$ cat config.mk
export PLATFORM = sky130hd
export DESIGN_NAME = packed_datetime_decoder
export DESIGN_NICKNAME = d
export VERILOG_FILES = /design/src/hdl/pdd_pkg.sv /design/src/hdl/packed_datetime_decoder.sv
export SDC_FILE = /design/constraint.sdc
export NUM_CORES = 2
export LEC_CHECK = 0
export BUFFER_PORTS_ARGS = -buffer_cell sky130_fd_sc_hd__buf_2
export CAP_MARGIN = 5
export CORE_UTILIZATION = 65
export DETAILED_ROUTE_END_ITERATION = 12
export GPL_TIMING_DRIVEN = 0
export PLACE_DENSITY = 0.88
export SYNTH_ARGS = -nofsm -noshare
export SYNTH_HDL_FRONTEND = slang
export SYNTH_SLANG_ARGS = --single-unit
$ cat constraint.sdc
create_clock -name clk_i -period 17.9 [get_ports clk_i]
set_input_delay 1.79 -clock clk_i [delete_from_list [all_inputs] [get_ports clk_i]]
set_output_delay 1.79 -clock clk_i [all_outputs]
set_load 0.03 [all_outputs]
$ cat src/hdl/pdd_pkg.sv
package pdd_pkg;

  localparam int unsigned BCD_DIGITS  = 14;
  localparam int unsigned BCD_W       = 4 * BCD_DIGITS;
  localparam int unsigned DAB_STAGES  = 8;
  localparam int unsigned PIPE_STAGES = DAB_STAGES + 2;

  localparam logic [13:0] YEAR_LO   = 14'd1990;
  localparam logic [13:0] YEAR_HI   = 14'd2100;
  localparam logic [16:0] MONTHS_YR = 17'd13;
  // floor(ym / 13) == (ym * PK_RECIP) >> PK_SHIFT for every 17-bit ym
  localparam logic [20:0] PK_RECIP  = 21'd1290556;
  localparam int unsigned PK_SHIFT  = 24;

  typedef enum logic [1:0] {
    KIND_NONE   = 2'd0,
    KIND_LEGACY = 2'd1,
    KIND_PACKED = 2'd2
  } pdd_kind_e;

  typedef struct packed {
    logic [13:0] year;
    logic [6:0]  month;
    logic [6:0]  day;
    logic [6:0]  hour;
    logic [6:0]  minute;
    logic [6:0]  second;
  } pdd_dt_t;

  typedef struct packed {
    logic [63:0]      word;
    logic [BCD_W-1:0] bcd;
    logic [13:0]      pk_year;
  } pdd_dab_t;

  typedef struct packed {
    pdd_dt_t     leg;
    pdd_dt_t     pk;
    logic        sign;
    logic [23:0] low;
  } pdd_fld_t;

  // one shift-add-3 step over the low BCD_DIGITS digits
  function automatic logic [BCD_W-1:0] dab_step(input logic [BCD_W-1:0] b, input logic din);
    logic [BCD_W-1:0] t;
    t = b;
    for (int i = 0; i < BCD_DIGITS; i++) begin
      if (t[4*i +: 4] >= 4'd5) begin
        t[4*i +: 4] = t[4*i +: 4] + 4'd3;
      end
    end
    return {t[BCD_W-2:0], din};
  endfunction

  function automatic logic [BCD_W-1:0] dab_byte(input logic [BCD_W-1:0] b, input logic [7:0] d);
    logic [BCD_W-1:0] t;
    t = b;
    for (int j = 0; j < 8; j++) begin
      t = dab_step(t, d[3'(7 - j)]);
    end
    return t;
  endfunction

  function automatic logic [6:0] bcd2(input logic [7:0] d);
    return 7'(d[7:4]) * 7'd10 + 7'(d[3:0]);
  endfunction

  function automatic logic [13:0] bcd4(input logic [15:0] d);
    return 14'(d[15:12]) * 14'd1000 + 14'(d[11:8]) * 14'd100 +
           14'(d[7:4]) * 14'd10 + 14'(d[3:0]);
  endfunction

  function automatic logic dt_valid(input pdd_dt_t f);
    return (f.year > YEAR_LO) && (f.year < YEAR_HI) &&
           (f.month >= 7'd1) && (f.month <= 7'd12) &&
           (f.day >= 7'd1) && (f.day <= 7'd31) &&
           (f.hour <= 7'd23) && (f.minute <= 7'd59) && (f.second <= 7'd59);
  endfunction

endpackage

$ cat src/hdl/packed_datetime_decoder.sv
// Channel | Direction | Handshake          | Payload
// cfg     | in        | cfg_we_i           | cfg_wdata_i (frac_bytes)
// in      | in        | valid_i / ready_o  | raw_word_i
// out     | out       | valid_o / ready_i  | year_o .. second_o, fraction_o, format_kind_o
//
// One word per cycle sustained while ready_i stays high; valid_o comes from the last stage.
// Eight stages convert the 63-bit legacy value to BCD, eight bits per stage; one stage
// forms both field sets, one stage checks ranges, selects and holds the result.
// Each stage holds its item on a stall and refills behind a bubble, so input flows while
// a result waits, until all stages fill. Reset clears stage valids and frac_bytes.
module packed_datetime_decoder (
  input  logic        clk_i,
  input  logic        rst_ni,
  input  logic        cfg_we_i,
  input  logic [1:0]  cfg_wdata_i,
  input  logic        valid_i,
  output logic        ready_o,
  input  logic [63:0] raw_word_i,
  output logic        valid_o,
  input  logic        ready_i,
  output logic [13:0] year_o,
  output logic [6:0]  month_o,
  output logic [6:0]  day_o,
  output logic [6:0]  hour_o,
  output logic [6:0]  minute_o,
  output logic [6:0]  second_o,
  output logic [23:0] fraction_o,
  output logic [1:0]  format_kind_o
);

  logic [1:0] frac_bytes_q;

  logic [pdd_pkg::PIPE_STAGES-1:0] v_q;
  logic [pdd_pkg::PIPE_STAGES-1:0] en;

  pdd_pkg::pdd_dab_t dab_q [pdd_pkg::DAB_STAGES];
  pdd_pkg::pdd_dab_t dab_d [pdd_pkg::DAB_STAGES];
  pdd_pkg::pdd_fld_t fld_q, fld_d;

  pdd_pkg::pdd_dt_t   out_dt_q, out_dt_d;
  logic [23:0]        frac_q, frac_d;
  pdd_pkg::pdd_kind_e kind_q, kind_d;

  logic [37:0] pk_prod;
  logic [16:0] ym;
  logic [16:0] pk_mo;
  logic        leg_ok, pk_ok;

  // stall chain: a stage loads when empty or when its successor loads
  always_comb begin
    en[pdd_pkg::PIPE_STAGES-1] = !v_q[pdd_pkg::PIPE_STAGES-1] || ready_i;
    for (int k = pdd_pkg::PIPE_STAGES - 2; k >= 0; k--) begin
      en[k] = !v_q[k] || en[k+1];
    end
  end

  assign ready_o = en[0];

  // BCD conversion stages, sign bit left out of the conversion on entry
  always_comb begin
    pk_prod          = 38'(raw_word_i[62:46]) * 38'(pdd_pkg::PK_RECIP);
    dab_d[0].word    = raw_word_i;
    dab_d[0].bcd     = pdd_pkg::dab_byte('0, {1'b0, raw_word_i[62:56]});
    dab_d[0].pk_year = pk_prod[pdd_pkg::PK_SHIFT +: 14];
    for (int k = 1; k < pdd_pkg::DAB_STAGES; k++) begin
      dab_d[k].word    = dab_q[k-1].word;
      dab_d[k].pk_year = dab_q[k-1].pk_year;
      dab_d[k].bcd     = pdd_pkg::dab_byte(dab_q[k-1].bcd,
                                           dab_q[k-1].word[8*(7-k) +: 8]);
    end
  end

  // field formation for both layouts
  always_comb begin
    ym    = dab_q[pdd_pkg::DAB_STAGES-1].word[62:46];
    pk_mo = ym - 17'(dab_q[pdd_pkg::DAB_STAGES-1].pk_year) * pdd_pkg::MONTHS_YR;

    fld_d.leg.second = pdd_pkg::bcd2(dab_q[pdd_pkg::DAB_STAGES-1].bcd[7:0]);
    fld_d.leg.minute = pdd_pkg::bcd2(dab_q[pdd_pkg::DAB_STAGES-1].bcd[15:8]);
    fld_d.leg.hour   = pdd_pkg::bcd2(dab_q[pdd_pkg::DAB_STAGES-1].bcd[23:16]);
    fld_d.leg.day    = pdd_pkg::bcd2(dab_q[pdd_pkg::DAB_STAGES-1].bcd[31:24]);
    fld_d.leg.month  = pdd_pkg::bcd2(dab_q[pdd_pkg::DAB_STAGES-1].bcd[39:32]);
    fld_d.leg.year   = pdd_pkg::bcd4(dab_q[pdd_pkg::DAB_STAGES-1].bcd[55:40]);

    fld_d.pk.year    = dab_q[pdd_pkg::DAB_STAGES-1].pk_year;
    fld_d.pk.month   = 7'(pk_mo[3:0]);
    fld_d.pk.day     = 7'(dab_q[pdd_pkg::DAB_STAGES-1].word[45:41]);
    fld_d.pk.hour    = 7'(dab_q[pdd_pkg::DAB_STAGES-1].word[40:36]);
    fld_d.pk.minute  = 7'(dab_q[pdd_pkg::DAB_STAGES-1].word[35:30]);
    fld_d.pk.second  = 7'(dab_q[pdd_pkg::DAB_STAGES-1].word[29:24]);

    fld_d.sign = dab_q[pdd_pkg::DAB_STAGES-1].word[63];
    fld_d.low  = dab_q[pdd_pkg::DAB_STAGES-1].word[23:0];
  end

  // range check and select; legacy wins
  always_comb begin
    leg_ok   = pdd_pkg::dt_valid(fld_q.leg);
    pk_ok    = fld_q.sign && pdd_pkg::dt_valid(fld_q.pk);
    out_dt_d = fld_q.leg;
    frac_d   = '0;
    kind_d   = pdd_pkg::KIND_NONE;
    if (leg_ok) begin
      kind_d = pdd_pkg::KIND_LEGACY;
    end else if (pk_ok) begin
      kind_d   = pdd_pkg::KIND_PACKED;
      out_dt_d = fld_q.pk;
      unique case (frac_bytes_q)
        2'd0: frac_d = '0;
        2'd1: frac_d = {16'd0, fld_q.low[23:16]};
        2'd2: frac_d = {8'd0, fld_q.low[23:8]};
        2'd3: frac_d = fld_q.low;
        default: frac_d = '0;
      endcase
    end
  end

  always_ff @(posedge clk_i or negedge rst_ni) begin
    if (!rst_ni) begin
      frac_bytes_q <= '0;
      v_q          <= '0;
    end else begin
      if (cfg_we_i) begin
        frac_bytes_q <= cfg_wdata_i;
      end
      if (en[0]) begin
        v_q[0] <= valid_i;
      end
      for (int k = 1; k < pdd_pkg::PIPE_STAGES; k++) begin
        if (en[k]) begin
          v_q[k] <= v_q[k-1];
        end
      end
    end
  end

  always_ff @(posedge clk_i) begin
    for (int k = 0; k < pdd_pkg::DAB_STAGES; k++) begin
      if (en[k]) begin
        dab_q[k] <= dab_d[k];
      end
    end
    if (en[pdd_pkg::DAB_STAGES]) begin
      fld_q <= fld_d;
    end
    if (en[pdd_pkg::PIPE_STAGES-1]) begin
      out_dt_q <= out_dt_d;
      frac_q   <= frac_d;
      kind_q   <= kind_d;
    end
  end

  assign valid_o       = v_q[pdd_pkg::PIPE_STAGES-1];
  assign year_o        = out_dt_q.year;
  assign month_o       = out_dt_q.month;
  assign day_o         = out_dt_q.day;
  assign hour_o        = out_dt_q.hour;
  assign minute_o      = out_dt_q.minute;
  assign second_o      = out_dt_q.second;
  assign fraction_o    = frac_q;
  assign format_kind_o = kind_q;

endmodule

==> summary.md <==
| Metric | Value |
|---|---|
| Footprint of the multi-input gates | `58400 um2` |
| DRC | `1` |
| Max stage delay on crit path | `640 ps` |
| Min Tclk post-route | `9520 ps` |
| Fmax | `105 MHz` |
| FF+latch count, synth | `976` |
| DP Wirelength | `156000 um` |
| Fin area | `98800 um2` |
| Utilization after layout | `70.6%` |
| CP arrival | `10140 ps` |
| RR Startpoint | `dab_q[0][278]` |
| Fillers | `9779` |
| Share of layout cells above drive strength 1 | `10.2%` |
| Worst Min Path Start | `dab_q[1][491]` |
| WHS | `382 ps` |
| Worst setup path start | `dab_q[0][278]` |
| IO buf count | `146` |
| Synth Flop Type | `edfxtp_1` |
| Via count | `78443` |
| Distinct cells, synth | `148` |
| Slew @ Worst Pin | `1120 ps` |
| Hold Buf Count CTS | `0` |
| DR iter-0 viols | `6315` |
| Vias in the first global route | `75931` |
| Clk Latency, worst-skew pair | `770 ps` |
| Die width | `378 um` |
| Synthesized area per cell | `9.20 um2` |
| Pre-CTS WS | `9090 ps` |
| Row cnt | `137` |
| CTS Buf Count | `100` |
| Syn Inst Count | `9974` |
| Post-CTS Repair Setup Buffers | `0` |
| Clock skew | `78.3 ps` |
| Endpoints failing setup | `0` |
| Final Hold Vio Count | `0` |
| Clk slew on worst S/H paths | `70 ps` |
| Cell Area, Placed | `95300 um2` |
| Final nets | `11211` |
| Sequential Area | `29200 um2` |
| Antenna-violating nets left | `0` |
| Pins Over Slew Limit | `0` |
| Gr usage total | `29.9%` |
| Max Cap Violations | `0` |
| Rel. slew slack | `25.4%` |
| Total core area | `140000 um2` |
| Vias/cell | `6.43` |
| Maximum clock path buffer count | `3` |
| # clock sinks | `976` |
| CP endpoint kind | `flip-flop` |
| CTS tree | `yes` |
| CTS root buf | `clkbuf_16` |
| Area Overhead vs Synth | `7.60%` |
| Initial core utilization | `65.6%` |
| RSZ-0062 raised after global routing | `no` |
| Routability Congestion | `0.915` |
| Slowest stage cell on the critical path | `nor3_1` |
| Sequential share of the synthesized area | `31.9%` |
| DR WL/cell | `17.9 um` |
| Synthesized area | `91800 um2` |
| DIE AREA | `143000 um2` |
| Largest net degree at the start of global routing | `73` |
| Top-Level Pins | `148` |
| Crit path max fanout | `10` |
| Synthesis Warnings | `0` |
| Total Wirelength | `218000 um` |
| CTS H-tree depth | `3` |
| Global-route wire length before repair | `360000 um` |
| Hold Path Class | `flip-flop to flip-flop` |
| Die H | `378 um` |
| Global route overflow | `0` |
| Most frequent cells in the layout | `964 x edfxtp_1, 875 x inv_1, 766 x ha_1` |
| Min setup slack post-route | `8380 ps` |
| DR pass1 iterations | `12` |
| CP Class | `flip-flop to flip-flop` |
| Failing checks | `design-rule violations` |
| Async S/R FF share, synth | `1.23%` |
| Period utilisation layout | `53.2%` |
| Startpoint types | `flip-flop` |
| CP required | `18520 ps` |
| Status | `complete, but fails checks` |
| Initial antenna violation count | `11` |
| EDFF count, synth | `964` |
| Post_cts resized | `0` |
| Commonest non-fill, non-tap cell in the layout | `edfxtp_1` |
synth_stat cells, types with 196 or more instances:
cell type | n | area share (%)
a21oi_1 | 721 | 3.9
edfxtp_1 | 964 | 32
ha_1 | 766 | 10
inv_1 | 878 | 3.6
mux2_2 | 196 | 2.4
mux2i_1 | 323 | 3.5
nand2_1 | 713 | 2.9
nand2b_1 | 223 | 1.5
nand3_1 | 210 | 1.1
nor2_1 | 686 | 2.8
nor3_1 | 213 | 1.2
o21ai_0 | 569 | 3.1
xnor2_1 | 342 | 3.3
worst paths after layout:
check / slack [ps] / cells after the start / to
min: 380 / 0 / fld_q[37]
max reg2reg: 8380 / 41 / dab_q[0][413]
max: 8380 / 41 / dab_q[0][413]
min in group asynchronous: 930 / 1 / frac_bytes_q[0]
max in group asynchronous: 16700 / 1 / v_q[0]
min reg2reg: 380 / 0 / fld_q[37]
kinds of logic (layout without fill, tap and decap cells):
family | count (synthesis) | after routing | synth area share (%)
fa+ha+maj | 920 | 920 | 13.5
other cells | 2 | 13 | 0.00818
mux | 539 | 539 | 6.23
buf+inv | 1087 | 1434 | 4.57
xor+xnor | 472 | 472 | 4.94
compound gates | 3146 | 3146 | 23.5
flops | 976 | 976 | 31.9
simple gates | 2832 | 2832 | 15.4
final cells by class:
| cell class | instances | share of cell area [%] |
|---|---|---|
| well taps | 1876 | 2.38 |
| clock inverters | 70 | 0.853 |
| clock buffers | 116 | 2.64 |
| diodes | 5 | 0.0127 |
| repair buffers | 161 | 1.09 |
| inverters | 928 | 3.55 |
| plain buffers | 159 | 0.701 |
| multi-input cells | 7917 | 59.2 |
| flip-flops and latches | 976 | 29.6 |
state kept, by name, summed over array words and instances (netlist names):
| register | count |
|---|---|
| v_q | 10 |
| frac_bytes_q | 2 |
| dab_q | 783 |
| format_kind_o | 2 |
| day_o | 7 |
| fld_q | 107 |
| second_o | 6 |
| hour_o | 7 |
| fraction_o | 24 |
| month_o | 7 |
| minute_o | 7 |
| year_o | 14 |
critical path, delay by kind of cell (launching register included):
kind	cells	cell delay, ps
and+or+nand+nor	12	2200
AOI/OAI and AO/OA	7	1800
adders and majority gates	7	1770
xor gates and xnor gates	4	1300
buffers and inverters	8	1000
muxes	3	890
DFF	1	390
metrics by stage:
| stage | instances | setup TNS [ps] |
|---|---|---|
| 2_1_floorplan | 9980 | 0 |
| 3_3_place_gp | 12002 | -26290 |
| 3_5_place_dp | 12017 | 0 |
| 4_1_cts | 12203 | 0 |
| 5_1_grt | 12208 | 0 |
| 6_report | 12208 | 0 |
layer usage:
layer / track usage, % / share of wire, % / vias up
li1: - / - / 37660
met1: 34.1 / 39 / 37240
met2: 55.5 / 51 / 2802
met3: 4.12 / 6.0 / 737
met4: 12.5 / 4.1 / 4
met5: 0 / 0.014 / -
Power is left out: the tool's default activity adds up to more than one toggle a clock period on the data nets, which glitch-free logic cannot reach.
